==> src/key_merge_sorter_core_defines.svh <==
// assertion macros for the key merge sorter top level
`ifndef KEY_MERGE_SORTER_CORE_DEFINES_SVH
`define KEY_MERGE_SORTER_CORE_DEFINES_SVH

// same-cycle implication, sampled on clk, off during reset
`define KMS_ASSERT_NOW(name, ante, cons, msg) \
    name: assert property (@(posedge clk) disable iff (!rst_n) (ante) |-> (cons)) \
        else $error(msg);

// next-cycle implication, sampled on clk, off during reset
`define KMS_ASSERT_NEXT(name, ante, cons, msg) \
    name: assert property (@(posedge clk) disable iff (!rst_n) (ante) |=> (cons)) \
        else $error(msg);

`endif

==> src/kms_pkg.sv <==
// shared constants and types of the key merge sorter
`timescale 1ns / 1ps
package kms_pkg;

    localparam int KMS_MAX_ITEMS = 64;
    localparam int KMS_KEY_BITS  = 32;
    localparam int TAG_BITS      = 16;
    localparam int PORT_KEY_BITS = 32;

    // datapath operations issued by the controller
    typedef enum logic [3:0] {
        OP_NONE,
        OP_LOAD,
        OP_MERGE_INIT,
        OP_READ_RIGHT,
        OP_CAP_RIGHT,
        OP_STEP,
        OP_CAP,
        OP_COPY,
        OP_EMIT,
        OP_CLEAR
    } op_t;

    // progress of one node of the split tree
    typedef enum logic [1:0] {
        PH_LEFT,
        PH_RIGHT,
        PH_MERGE
    } phase_t;

    typedef struct packed {
        op_t op;
    } cmd_t;

    typedef struct packed {
        logic step_last;
        logic copy_done;
        logic emit_done;
    } status_t;

endpackage

==> src/kms_controller.sv <==
// sequencer: load, top-down split walk with a node stack, merge, copy, emit
`timescale 1ns / 1ps
module kms_controller
    import kms_pkg::*;
#(
    parameter int MAX_ITEMS = KMS_MAX_ITEMS
) (
    input  logic                           clk,
    input  logic                           rst_n,
    input  logic                           start,
    input  logic                           final_item,
    output logic                           busy,
    output cmd_t                           cmd,
    output logic [$clog2(MAX_ITEMS)-1:0]   base,
    output logic [$clog2(MAX_ITEMS+1)-1:0] left_len,
    output logic [$clog2(MAX_ITEMS+1)-1:0] right_len,
    input  status_t                        status,
    input  logic [$clog2(MAX_ITEMS+1)-1:0] count
);

    localparam int AW  = $clog2(MAX_ITEMS);
    localparam int CW  = $clog2(MAX_ITEMS + 1);
    localparam int SD  = $clog2(MAX_ITEMS) + 1;
    localparam int SPW = $clog2(SD);

    typedef enum logic [8:0] {
        S_IDLE = 9'b000000001,
        S_INIT = 9'b000000010,
        S_TRAV = 9'b000000100,
        S_RDR  = 9'b000001000,
        S_CAPR = 9'b000010000,
        S_STEP = 9'b000100000,
        S_CAP  = 9'b001000000,
        S_COPY = 9'b010000000,
        S_EMIT = 9'b100000000
    } state_t;

    state_t         state_reg, state_next;
    logic [SPW-1:0] sp_reg, sp_next;
    logic [AW-1:0]  stk_base_reg [SD];
    logic [AW-1:0]  stk_base_next [SD];
    logic [CW-1:0]  stk_len_reg [SD];
    logic [CW-1:0]  stk_len_next [SD];
    phase_t         stk_ph_reg [SD];
    phase_t         stk_ph_next [SD];

    logic [AW-1:0] top_base;
    logic [CW-1:0] top_len, half_len;
    phase_t        top_ph;
    logic [CW:0]   half_wide;

    assign top_base  = stk_base_reg[sp_reg];
    assign top_len   = stk_len_reg[sp_reg];
    assign top_ph    = stk_ph_reg[sp_reg];
    assign half_wide = ({1'b0, top_len} + (CW+1)'(1)) >> 1;
    assign half_len  = half_wide[CW-1:0];

    assign base      = top_base;
    assign left_len  = half_len;
    assign right_len = top_len - half_len;
    assign busy      = (state_reg != S_IDLE);

    always_comb
    begin
        state_next    = state_reg;
        sp_next       = sp_reg;
        stk_base_next = stk_base_reg;
        stk_len_next  = stk_len_reg;
        stk_ph_next   = stk_ph_reg;
        cmd.op        = OP_NONE;
        case (state_reg)
            S_IDLE:
            begin
                if (start)
                begin
                    cmd.op = OP_LOAD;
                    if (final_item)
                    begin
                        state_next = S_INIT;
                    end
                end
            end
            S_INIT:
            begin
                sp_next          = '0;
                stk_base_next[0] = '0;
                stk_len_next[0]  = count;
                stk_ph_next[0]   = PH_LEFT;
                state_next       = S_TRAV;
            end
            S_TRAV:
            begin
                if (top_len <= CW'(1))
                begin
                    // leaf: nothing to merge, return to parent
                    if (sp_reg == '0)
                    begin
                        state_next = S_EMIT;
                    end
                    else
                    begin
                        sp_next = sp_reg - SPW'(1);
                    end
                end
                else
                begin
                    case (top_ph)
                        PH_LEFT:
                        begin
                            stk_ph_next[sp_reg]             = PH_RIGHT;
                            stk_base_next[sp_reg + SPW'(1)] = top_base;
                            stk_len_next[sp_reg + SPW'(1)]  = half_len;
                            stk_ph_next[sp_reg + SPW'(1)]   = PH_LEFT;
                            sp_next                         = sp_reg + SPW'(1);
                        end
                        PH_RIGHT:
                        begin
                            stk_ph_next[sp_reg]             = PH_MERGE;
                            stk_base_next[sp_reg + SPW'(1)] = top_base + half_len[AW-1:0];
                            stk_len_next[sp_reg + SPW'(1)]  = top_len - half_len;
                            stk_ph_next[sp_reg + SPW'(1)]   = PH_LEFT;
                            sp_next                         = sp_reg + SPW'(1);
                        end
                        PH_MERGE:
                        begin
                            cmd.op     = OP_MERGE_INIT;
                            state_next = S_RDR;
                        end
                        default:
                        begin
                            state_next = S_IDLE;
                        end
                    endcase
                end
            end
            S_RDR:
            begin
                cmd.op     = OP_READ_RIGHT;
                state_next = S_CAPR;
            end
            S_CAPR:
            begin
                cmd.op     = OP_CAP_RIGHT;
                state_next = S_STEP;
            end
            S_STEP:
            begin
                cmd.op     = OP_STEP;
                state_next = status.step_last ? S_COPY : S_CAP;
            end
            S_CAP:
            begin
                cmd.op     = OP_CAP;
                state_next = S_STEP;
            end
            S_COPY:
            begin
                cmd.op = OP_COPY;
                if (status.copy_done)
                begin
                    if (sp_reg == '0)
                    begin
                        state_next = S_EMIT;
                    end
                    else
                    begin
                        sp_next    = sp_reg - SPW'(1);
                        state_next = S_TRAV;
                    end
                end
            end
            S_EMIT:
            begin
                if (status.emit_done)
                begin
                    cmd.op     = OP_CLEAR;
                    state_next = S_IDLE;
                end
                else
                begin
                    cmd.op = OP_EMIT;
                end
            end
            default:
            begin
                state_next = S_IDLE;
            end
        endcase
    end

    always_ff @(posedge clk or negedge rst_n)
    begin
        if (!rst_n)
        begin
            state_reg <= S_IDLE;
            sp_reg    <= '0;
        end
        else
        begin
            state_reg <= state_next;
            sp_reg    <= sp_next;
        end
    end

    always_ff @(posedge clk)
    begin
        stk_base_reg <= stk_base_next;
        stk_len_reg  <= stk_len_next;
        stk_ph_reg   <= stk_ph_next;
    end

endmodule

==> config.mk <==
export PLATFORM = sky130hd
export DESIGN_NAME = kms_controller
export DESIGN_NICKNAME = d
export VERILOG_FILES = /design/src/key_merge_sorter_core_defines.svh /design/src/kms_pkg.sv /design/src/kms_controller.sv
export SDC_FILE = /design/constraint.sdc
export NUM_CORES = 1
export LEC_CHECK = 0
export BUFFER_PORTS_ARGS = -buffer_cell sky130_fd_sc_hd__buf_2
export CAP_MARGIN = 40
export CORE_MARGIN = 2
export CORE_UTILIZATION = 40
export CTS_BUF_LIST = sky130_fd_sc_hd__clkbuf_8
export CTS_CLUSTER_SIZE = 16
export DETAILED_ROUTE_END_ITERATION = 8
export SLEW_MARGIN = 15
export SYNTH_ARGS = -nofsm -noshare
export SYNTH_HDL_FRONTEND = slang
export SYNTH_SLANG_ARGS = --single-unit
==> constraint.sdc <==
create_clock -name clk -period 4.1 [get_ports clk]
set_input_delay 0.205 -clock clk [delete_from_list [all_inputs] [get_ports clk]]
set_output_delay 0.205 -clock clk [all_outputs]
set_load 0.01 [all_outputs]
==> qor.csv, run 1 <==
metric,value,unit
"EDFF count, synth",105,
hold_sp,count[1],
pre-CTS setup slack,114.9,ps
worst reg2reg startpoint,sp_reg[2]$_DFFE_PN0P_,
Critical Path End Type,output pin,
measured slew at the worst slew-check pin,828.6,ps
crit path cell chain,mux2_4 -> a221o_1 -> nand2_2 -> inv_2 -> ha_2 -> xnor2_4 -> fa_1 -> a31o_1 -> a22o_1 -> nor2_2 -> a21oi_1 -> xnor2_1 -> buf_2,
layout cells sized above 1,21.96,%
die height,135.2,µm
dpl hpwl,14370,µm
worst min path class,in2reg,
H-Tree Depth,4,
Port Buffer Count,38,
WL per Instance,21.44,µm
Clock Tree Buf Depth,2,
fin util,48.31,%
"Largest delay share family, worst path",compound AO/OA/AOI/OAI gates,
Placer Congestion,0.8705,
WP data arrival,3800,ps
grt ovf,0,
Seq cells post-synth,117,
Setup-failing EPs final,0,
Final Hold Fails,0,
critical path class,reg2out,
Overall Global Routing Usage,23.61,%
Worst-Skew Late Latency,440,ps
slew margin rel.,44.76,%
Reg2Reg Capture Point,stk_base_reg[41]$_SDFFCE_PP0P_,
Filler cells,1582,
Top Ports,39,
skew final,12.78,ps
initial antenna violation count,0,
post-route ant nets,0,
RSZ-0062 raised after global routing,yes,
hold depth,3,
synth unique cells,80,
post-route insts no fill,976,
largest net degree at the start of global routing,38,
CTS Root Cell,clkbuf_8,
Synth-to-Final Area Change,17.09,%
fin. max-slew vios,0,
Initial Utilization,41.26,%
clk sinks,117,
Worst R2R Path Depth,17,
"slowest stage delay, CP",480,ps
Syn Nets,698,
CP max stage cell,fa_1,
f_max,0.2496,GHz
TritonCTS Buffers,17,
TritonRoute pass-1 iters,7,
Vias,5577,
WL final,20930,µm
max-cap violations,0,
final worst path period need,4007,ps
nets,771,
WP data required,3890,ps
drt first-iter violations,662,
synthesized area per cell,10.28,µm²
setup slack after layout,93.35,ps
Die Wd,135.2,µm
area of the core,0.01670,mm²
Worst-path clk slew,80,ps
Synth Cell Area,0.006890,mm²
"Seq/Total Area, Yosys",50.14,%
CP Max Fanout,7,
max reg flops,49,
Async SR Flop Fraction,10.26,%
Ant. Diodes,0,
dpl cells,938,
startpoint types,register,
cells after synthesis,670,
warnings from Yosys,0,
# DRC,0,
status,finished clean,
Die ar.,0.01829,mm²
Worst Hold Path EP,stk_len_reg[43]$_DFFE_PP_,
worst reg-to-reg setup slack,180,ps
CTS tree,yes,
Post-synth top flop,edfxtp_1,
CP Buf/Inv Count,2,
vias per cell,5.714,
row count,47,
Final Cycle Share,97.72,%
first-pass GRT wire length,32070,µm
vias in the first global route,5444,
-- stage by stage --
stage	setup TNS, ps	area [µm²]	hold slack [ps]
after floorplan	0	6898	-90.59
after detailed placement	0	7560	108.3
final	0	8068	35.53
after CTS	0	7991	12.92
after global placement	0	7560	103.8
after global routing	-18.76	8068	43.34
-- synth_stat cells, types with 4 or more instances --
cell type | n | share of area [%]
a21o_1 | 10 | 1.1
ha_1 | 12 | 2.2
inv_2 | 5 | 0.27
nand2b_1 | 7 | 0.64
nor2_1 | 139 | 7.6
mux4_2 | 6 | 2.0
o22ai_1 | 4 | 0.36
clkbuf_1 | 22 | 1.2
a21oi_1 | 39 | 2.8
buf_6 | 4 | 0.65
nor3_1 | 10 | 0.73
o21ai_1 | 11 | 0.80
xor2_1 | 4 | 0.51
nand3_1 | 13 | 0.94
inv_1 | 17 | 0.93
a311oi_1 | 4 | 0.51
xnor2_1 | 24 | 3.1
edfxtp_1 | 105 | 46
buf_2 | 11 | 0.80
nor2b_1 | 10 | 0.91
and3_1 | 4 | 0.36
a31oi_1 | 5 | 0.45
or3_1 | 4 | 0.36
a211oi_1 | 7 | 0.76
dfrtp_1 | 11 | 4.0
mux2i_1 | 26 | 3.8
o211ai_1 | 5 | 0.54
o21ai_0 | 22 | 1.6
nand2_1 | 47 | 2.6
-- kinds of logic after synthesis --
kind of cell    count (synthesis)  synth area share, %
mux                            40                7.154
simple gates                  264                17.56
xor+xnor                       31                4.267
buf+inv                        61                4.013
fa+ha+maj                      14                2.760
flops                         117                50.14
compound gates                143                14.11
-- metal layers --
layer	part of all wire (%)	track usage, %	vias to the layer above
met4	2.7	8.912	0
met3	6.4	4.602	36
met1	44	31.47	2738
met2	47	38.35	225
met5	0	0	-
li1	-	-	2578
-- placed cells by master, fill, tap and decap left out, types with 7 or more instances in the layout --
cell      synthesis  final
a21oi_1          39     38
nor2b_1          10     10
buf_2            11     38
nor2_1          139    136
buf_4             1     49
nor3_1           10     10
nand2_1          47     47
clkbuf_8          0     17
edfxtp_1        105    105
inv_1            17     19
nand2b_1          7      7
o21ai_0          22     22
ha_1             12     11
a211oi_1          7      7
nand3_1          13     13
a21o_1           10     10
o21ai_1          11      9
xnor2_1          24     23
dfrtp_1          11      8
mux2i_1          26     26
-- worst max-delay path by stage --
stage	from	to	slack [ps]	cells past startpoint
after floorplan	sp_reg[2]$_DFFE_PN0P_	stk_len_reg[45]$_DFFE_PP_	10	17
after detailed placement	sp_reg[0]$_DFFE_PN0P_	stk_len_reg[45]$_DFFE_PP_	110	10
after global routing	sp_reg[2]$_DFFE_PN0P_	right_len[5]	-20	15
after global placement	sp_reg[0]$_DFFE_PN0P_	stk_len_reg[45]$_DFFE_PP_	80	10
after CTS	sp_reg[2]$_DFFE_PN0P_	right_len[5]	20	16
final	sp_reg[2]$_DFFE_PN0P_	right_len[6]	90	13
-- cell type report --
type / count / area [µm²] / share of cell area [%]
clock buffer: 17 / 234.0 / 2.900
clock inverter: 15 / 163.9 / 2.032
inverter: 22 / 82.58 / 1.024
multi-input combinational: 492 / 3209 / 39.78
sequential: 117 / 3458 / 42.87
tap: 220 / 275.3 / 3.412
timing repair buffer: 93 / 644.4 / 7.987
-- worst reg2reg max path: stages (launching register included) --
cell	delay, ps
dfrtp_2	460
mux2_4	310
a221o_1	350
nand2_2	90
inv_2	80
ha_2	230
xnor2_4	170
buf_4	140
buf_4	150
ha_1	290
a21o_1	180
a21oi_1	220
o21bai_1	90
a21oi_1	190
xor2_1	180
nor2_1	100
xnor2_2	310
a211oi_1	130
-- what timing repair did --
action	CTS	global route
hold endpoints to repair	14	0
cloned	0	1
pin swaps	1	1
hold buffers	3	0
setup buffers	0	2
setup endpoints to repair	2	11
gates resized for setup	3	10
Power of run 1 is not shown: default switching activity piles up to over one toggle a cycle in this logic, so the estimate is an artifact.
==> run 2: changes to the inputs <==
RECOVER_POWER = 100   (was not set)
clock period = 3.72 ns   (was 4.1 ns; I/O delays follow)
==> run 2 against run 1 <==
Against the previous run:
- worst setup slack worse by 77 ps
- non-clock buffer count is 39 higher
- largest cell class unchanged
- count of clock-buffer cells in the layout stayed put
- register-to-register slack worse by 160 ps
- utilization is 2.5 points higher
- flip-flop and latch count stayed put
==> qor.csv, run 2 (synthesis gave the netlist of run 1 again) <==
metric,value,unit,change
"slowest stage delay, CP",430,ps,-50 ps
TritonCTS Buffers,17,,unchanged
slew margin rel.,49.93,%,+5.2 points
measured slew at the worst slew-check pin,751.1,ps,-77.45 ps
clk sinks,117,,unchanged
Die ar.,0.01829,mm²,unchanged
Overall Global Routing Usage,24.07,%,+0.46 points
H-Tree Depth,4,,unchanged
critical path class,reg2reg,,
Port Buffer Count,38,,unchanged
drt first-iter violations,572,,-14%
hold depth,3,,unchanged
WP data arrival,3900,ps,+100 ps
worst min path class,in2reg,,
"commonest non-fill, non-tap cell in the layout",nor2_1,,
most frequent cells in the layout,"131 x nor2_1, 105 x edfxtp_1, 84 x buf_4",,
initial antenna violation count,0,,unchanged
"Largest delay share family, worst path",simple AND/OR/NAND/NOR gates,,
vias per cell,5.630,,-1.5%
CTS Root Cell,clkbuf_8,,
worst reg2reg startpoint,sp_reg[2]$_DFFE_PN0P_,,
# DRC,0,,unchanged
crit path cell chain,buf_6 -> mux2_1 -> a221o_1 -> nand2_1 -> nor2_2 -> nand2_2 -> xnor2_2 -> buf_4 -> ha_1 -> inv_1 -> o21bai_1 -> a21oi_2 -> xor2_1 -> nor2_2 -> xnor2_2 -> buf_4 -> nor2_1,,
largest net degree at the start of global routing,28,,-26%
WL per Instance,20.87,µm,-2.6%
WP depth,17,,+4
Top Ports,39,,unchanged
dpl hpwl,14740,µm,+2.6%
Die Wd,135.2,µm,unchanged
nets,810,,+5.1%
TNS Setup,0,ps,unchanged
CP Buf/Inv Count,4,,+2
post-route ant nets,0,,unchanged
Initial Utilization,41.26,%,unchanged
final worst path period need,3704,ps,
row count,47,,unchanged
layout cells sized above 1,27.80,%,+5.8 points
first-pass GRT wire length,32730,µm,+2.1%
Vias,5714,,+2.5%
Reg2Reg Capture Point,stk_base_reg[29]$_DFFE_PP_,,
Setup-failing EPs final,0,,unchanged
fin. max-slew vios,0,,unchanged
hold_sp,count[3],,
RSZ-0062 raised after global routing,yes,,
Synth-to-Final Area Change,23.10,%,
Critical Path End Type,register,,
die height,135.2,µm,unchanged
status,finished clean,,
Clock Tree Buf Depth,2,,unchanged
max reg flops,49,,unchanged
WP data required,3910,ps,+20 ps
Final Cycle Share,99.56,%,
Worst-path clk slew,80,ps,about the same
area of the core,0.01670,mm²,unchanged
Worst-Skew Late Latency,450,ps,about the same
WL final,21190,µm,+1.2%
TritonRoute pass-1 iters,6,,-1
skew final,15.85,ps,+3.072 ps
Ant. Diodes,0,,unchanged
f_max,0.2700,GHz,
Worst R2R Path Depth,17,,unchanged
Final Hold Fails,0,,unchanged
grt ovf,0,,unchanged
vias in the first global route,5756,,+5.7%
CTS tree,yes,,
CP Max Fanout,11,,+4
Placer Congestion,0.9017,,+3.6%
max-cap violations,0,,unchanged
worst reg-to-reg setup slack,20,ps,-160 ps
Worst Hold Path EP,stk_len_reg[45]$_DFFE_PP_,,
CP max stage cell,dfrtp_2,,
startpoint types,register,,
[run 2: cell count changes in the layout (fill, tap and decap cells not counted), moves of 3 or more]
| cell | change |
|---|---|
| clkbuf_1 | +9 |
| xnor2_1 | -4 |
| nor2_1 | -5 |
| buf_4 | +35 |
| buf_6 | +4 |
| inv_1 | -4 |
| a21oi_1 | -3 |
| xnor2_2 | +4 |
| nor2_2 | +4 |
| buf_2 | -9 |
[run 2: timing repair]
| action | CTS | global route |
|---|---|---|
| buffers inserted | 12 | 5 |
| pin swaps | 12 | 14 |
| hold buffers | 5 | 0 |
| endpoints found under the hold margin | 17 | 0 |
| resized for setup | 12 | 30 |
| setup endpoints to repair | 4 | 62 |
[run 2: final cells by class]
| class | instances | area, µm² |
|---|---|---|
| inverter | 22 | 87.58 |
| tap | 220 | 275.3 |
| clock buffer | 17 | 234.0 |
| sequential | 117 | 3458 |
| multi-input combinational | 492 | 3342 |
| fill | 1570 | 8219 |
| clock inverter | 15 | 168.9 |
| timing repair buffer | 132 | 915.9 |
[run 2: worst reg2reg max path: stages (launching register included)]
cell and delay [ps]:
dfrtp_2 430, buf_6 180, mux2_1 390, a221o_1 340, nand2_1 300, nor2_2 100, nand2_2 120, xnor2_2 80
buf_4 150, ha_1 290, inv_1 110, o21bai_1 110, a21oi_2 140, xor2_1 190, nor2_2 80, xnor2_2 240
buf_4 180, nor2_1 40
[run 2: per-layer routing]
layer / global-route usage [%] / vias to the layer above / routed length [µm]
met5: 0 / - / 0
met4: 7.697 / 0 / 449
met3: 5.312 / 35 / 1549
met2: 39.42 / 243 / 10160
met1: 31.94 / 2783 / 9030
li1: - / 2653 / -
[run 2: worst max path at each step]
| stage | startpoint | to | slack [ps] |
|---|---|---|---|
| after CTS | sp_reg[2]$_DFFE_PN0P_ | right_len[5] | -120 |
| after global placement | sp_reg[0]$_DFFE_PN0P_ | stk_len_reg[47]$_DFFE_PP_ | 50 |
| after global routing | sp_reg[2]$_DFFE_PN0P_ | stk_base_reg[41]$_SDFFCE_PP0P_ | -150 |
| final | sp_reg[2]$_DFFE_PN0P_ | stk_base_reg[29]$_DFFE_PP_ | 20 |
| after detailed placement | sp_reg[2]$_DFFE_PN0P_ | stk_len_reg[47]$_DFFE_PP_ | 70 |
| after floorplan | sp_reg[2]$_DFFE_PN0P_ | stk_len_reg[46]$_DFFE_PP_ | 20 |
[run 2: stage by stage]
step	setup slack (ps)	utilization (%)	instance area (µm²)	instances	hold WS (ps)
floorplan	18.48	-	6942	670	-109.6
global placement	49.33	46.38	7746	960	84.77
detailed placement	72.51	46.38	7746	960	89.10
CTS	-116.3	49.98	8347	1009	6.791
global route	-149.1	50.79	8482	1015	27.91
finish	16.36	50.79	8482	1015	35.96
Power of run 2 is left out for the same reason.
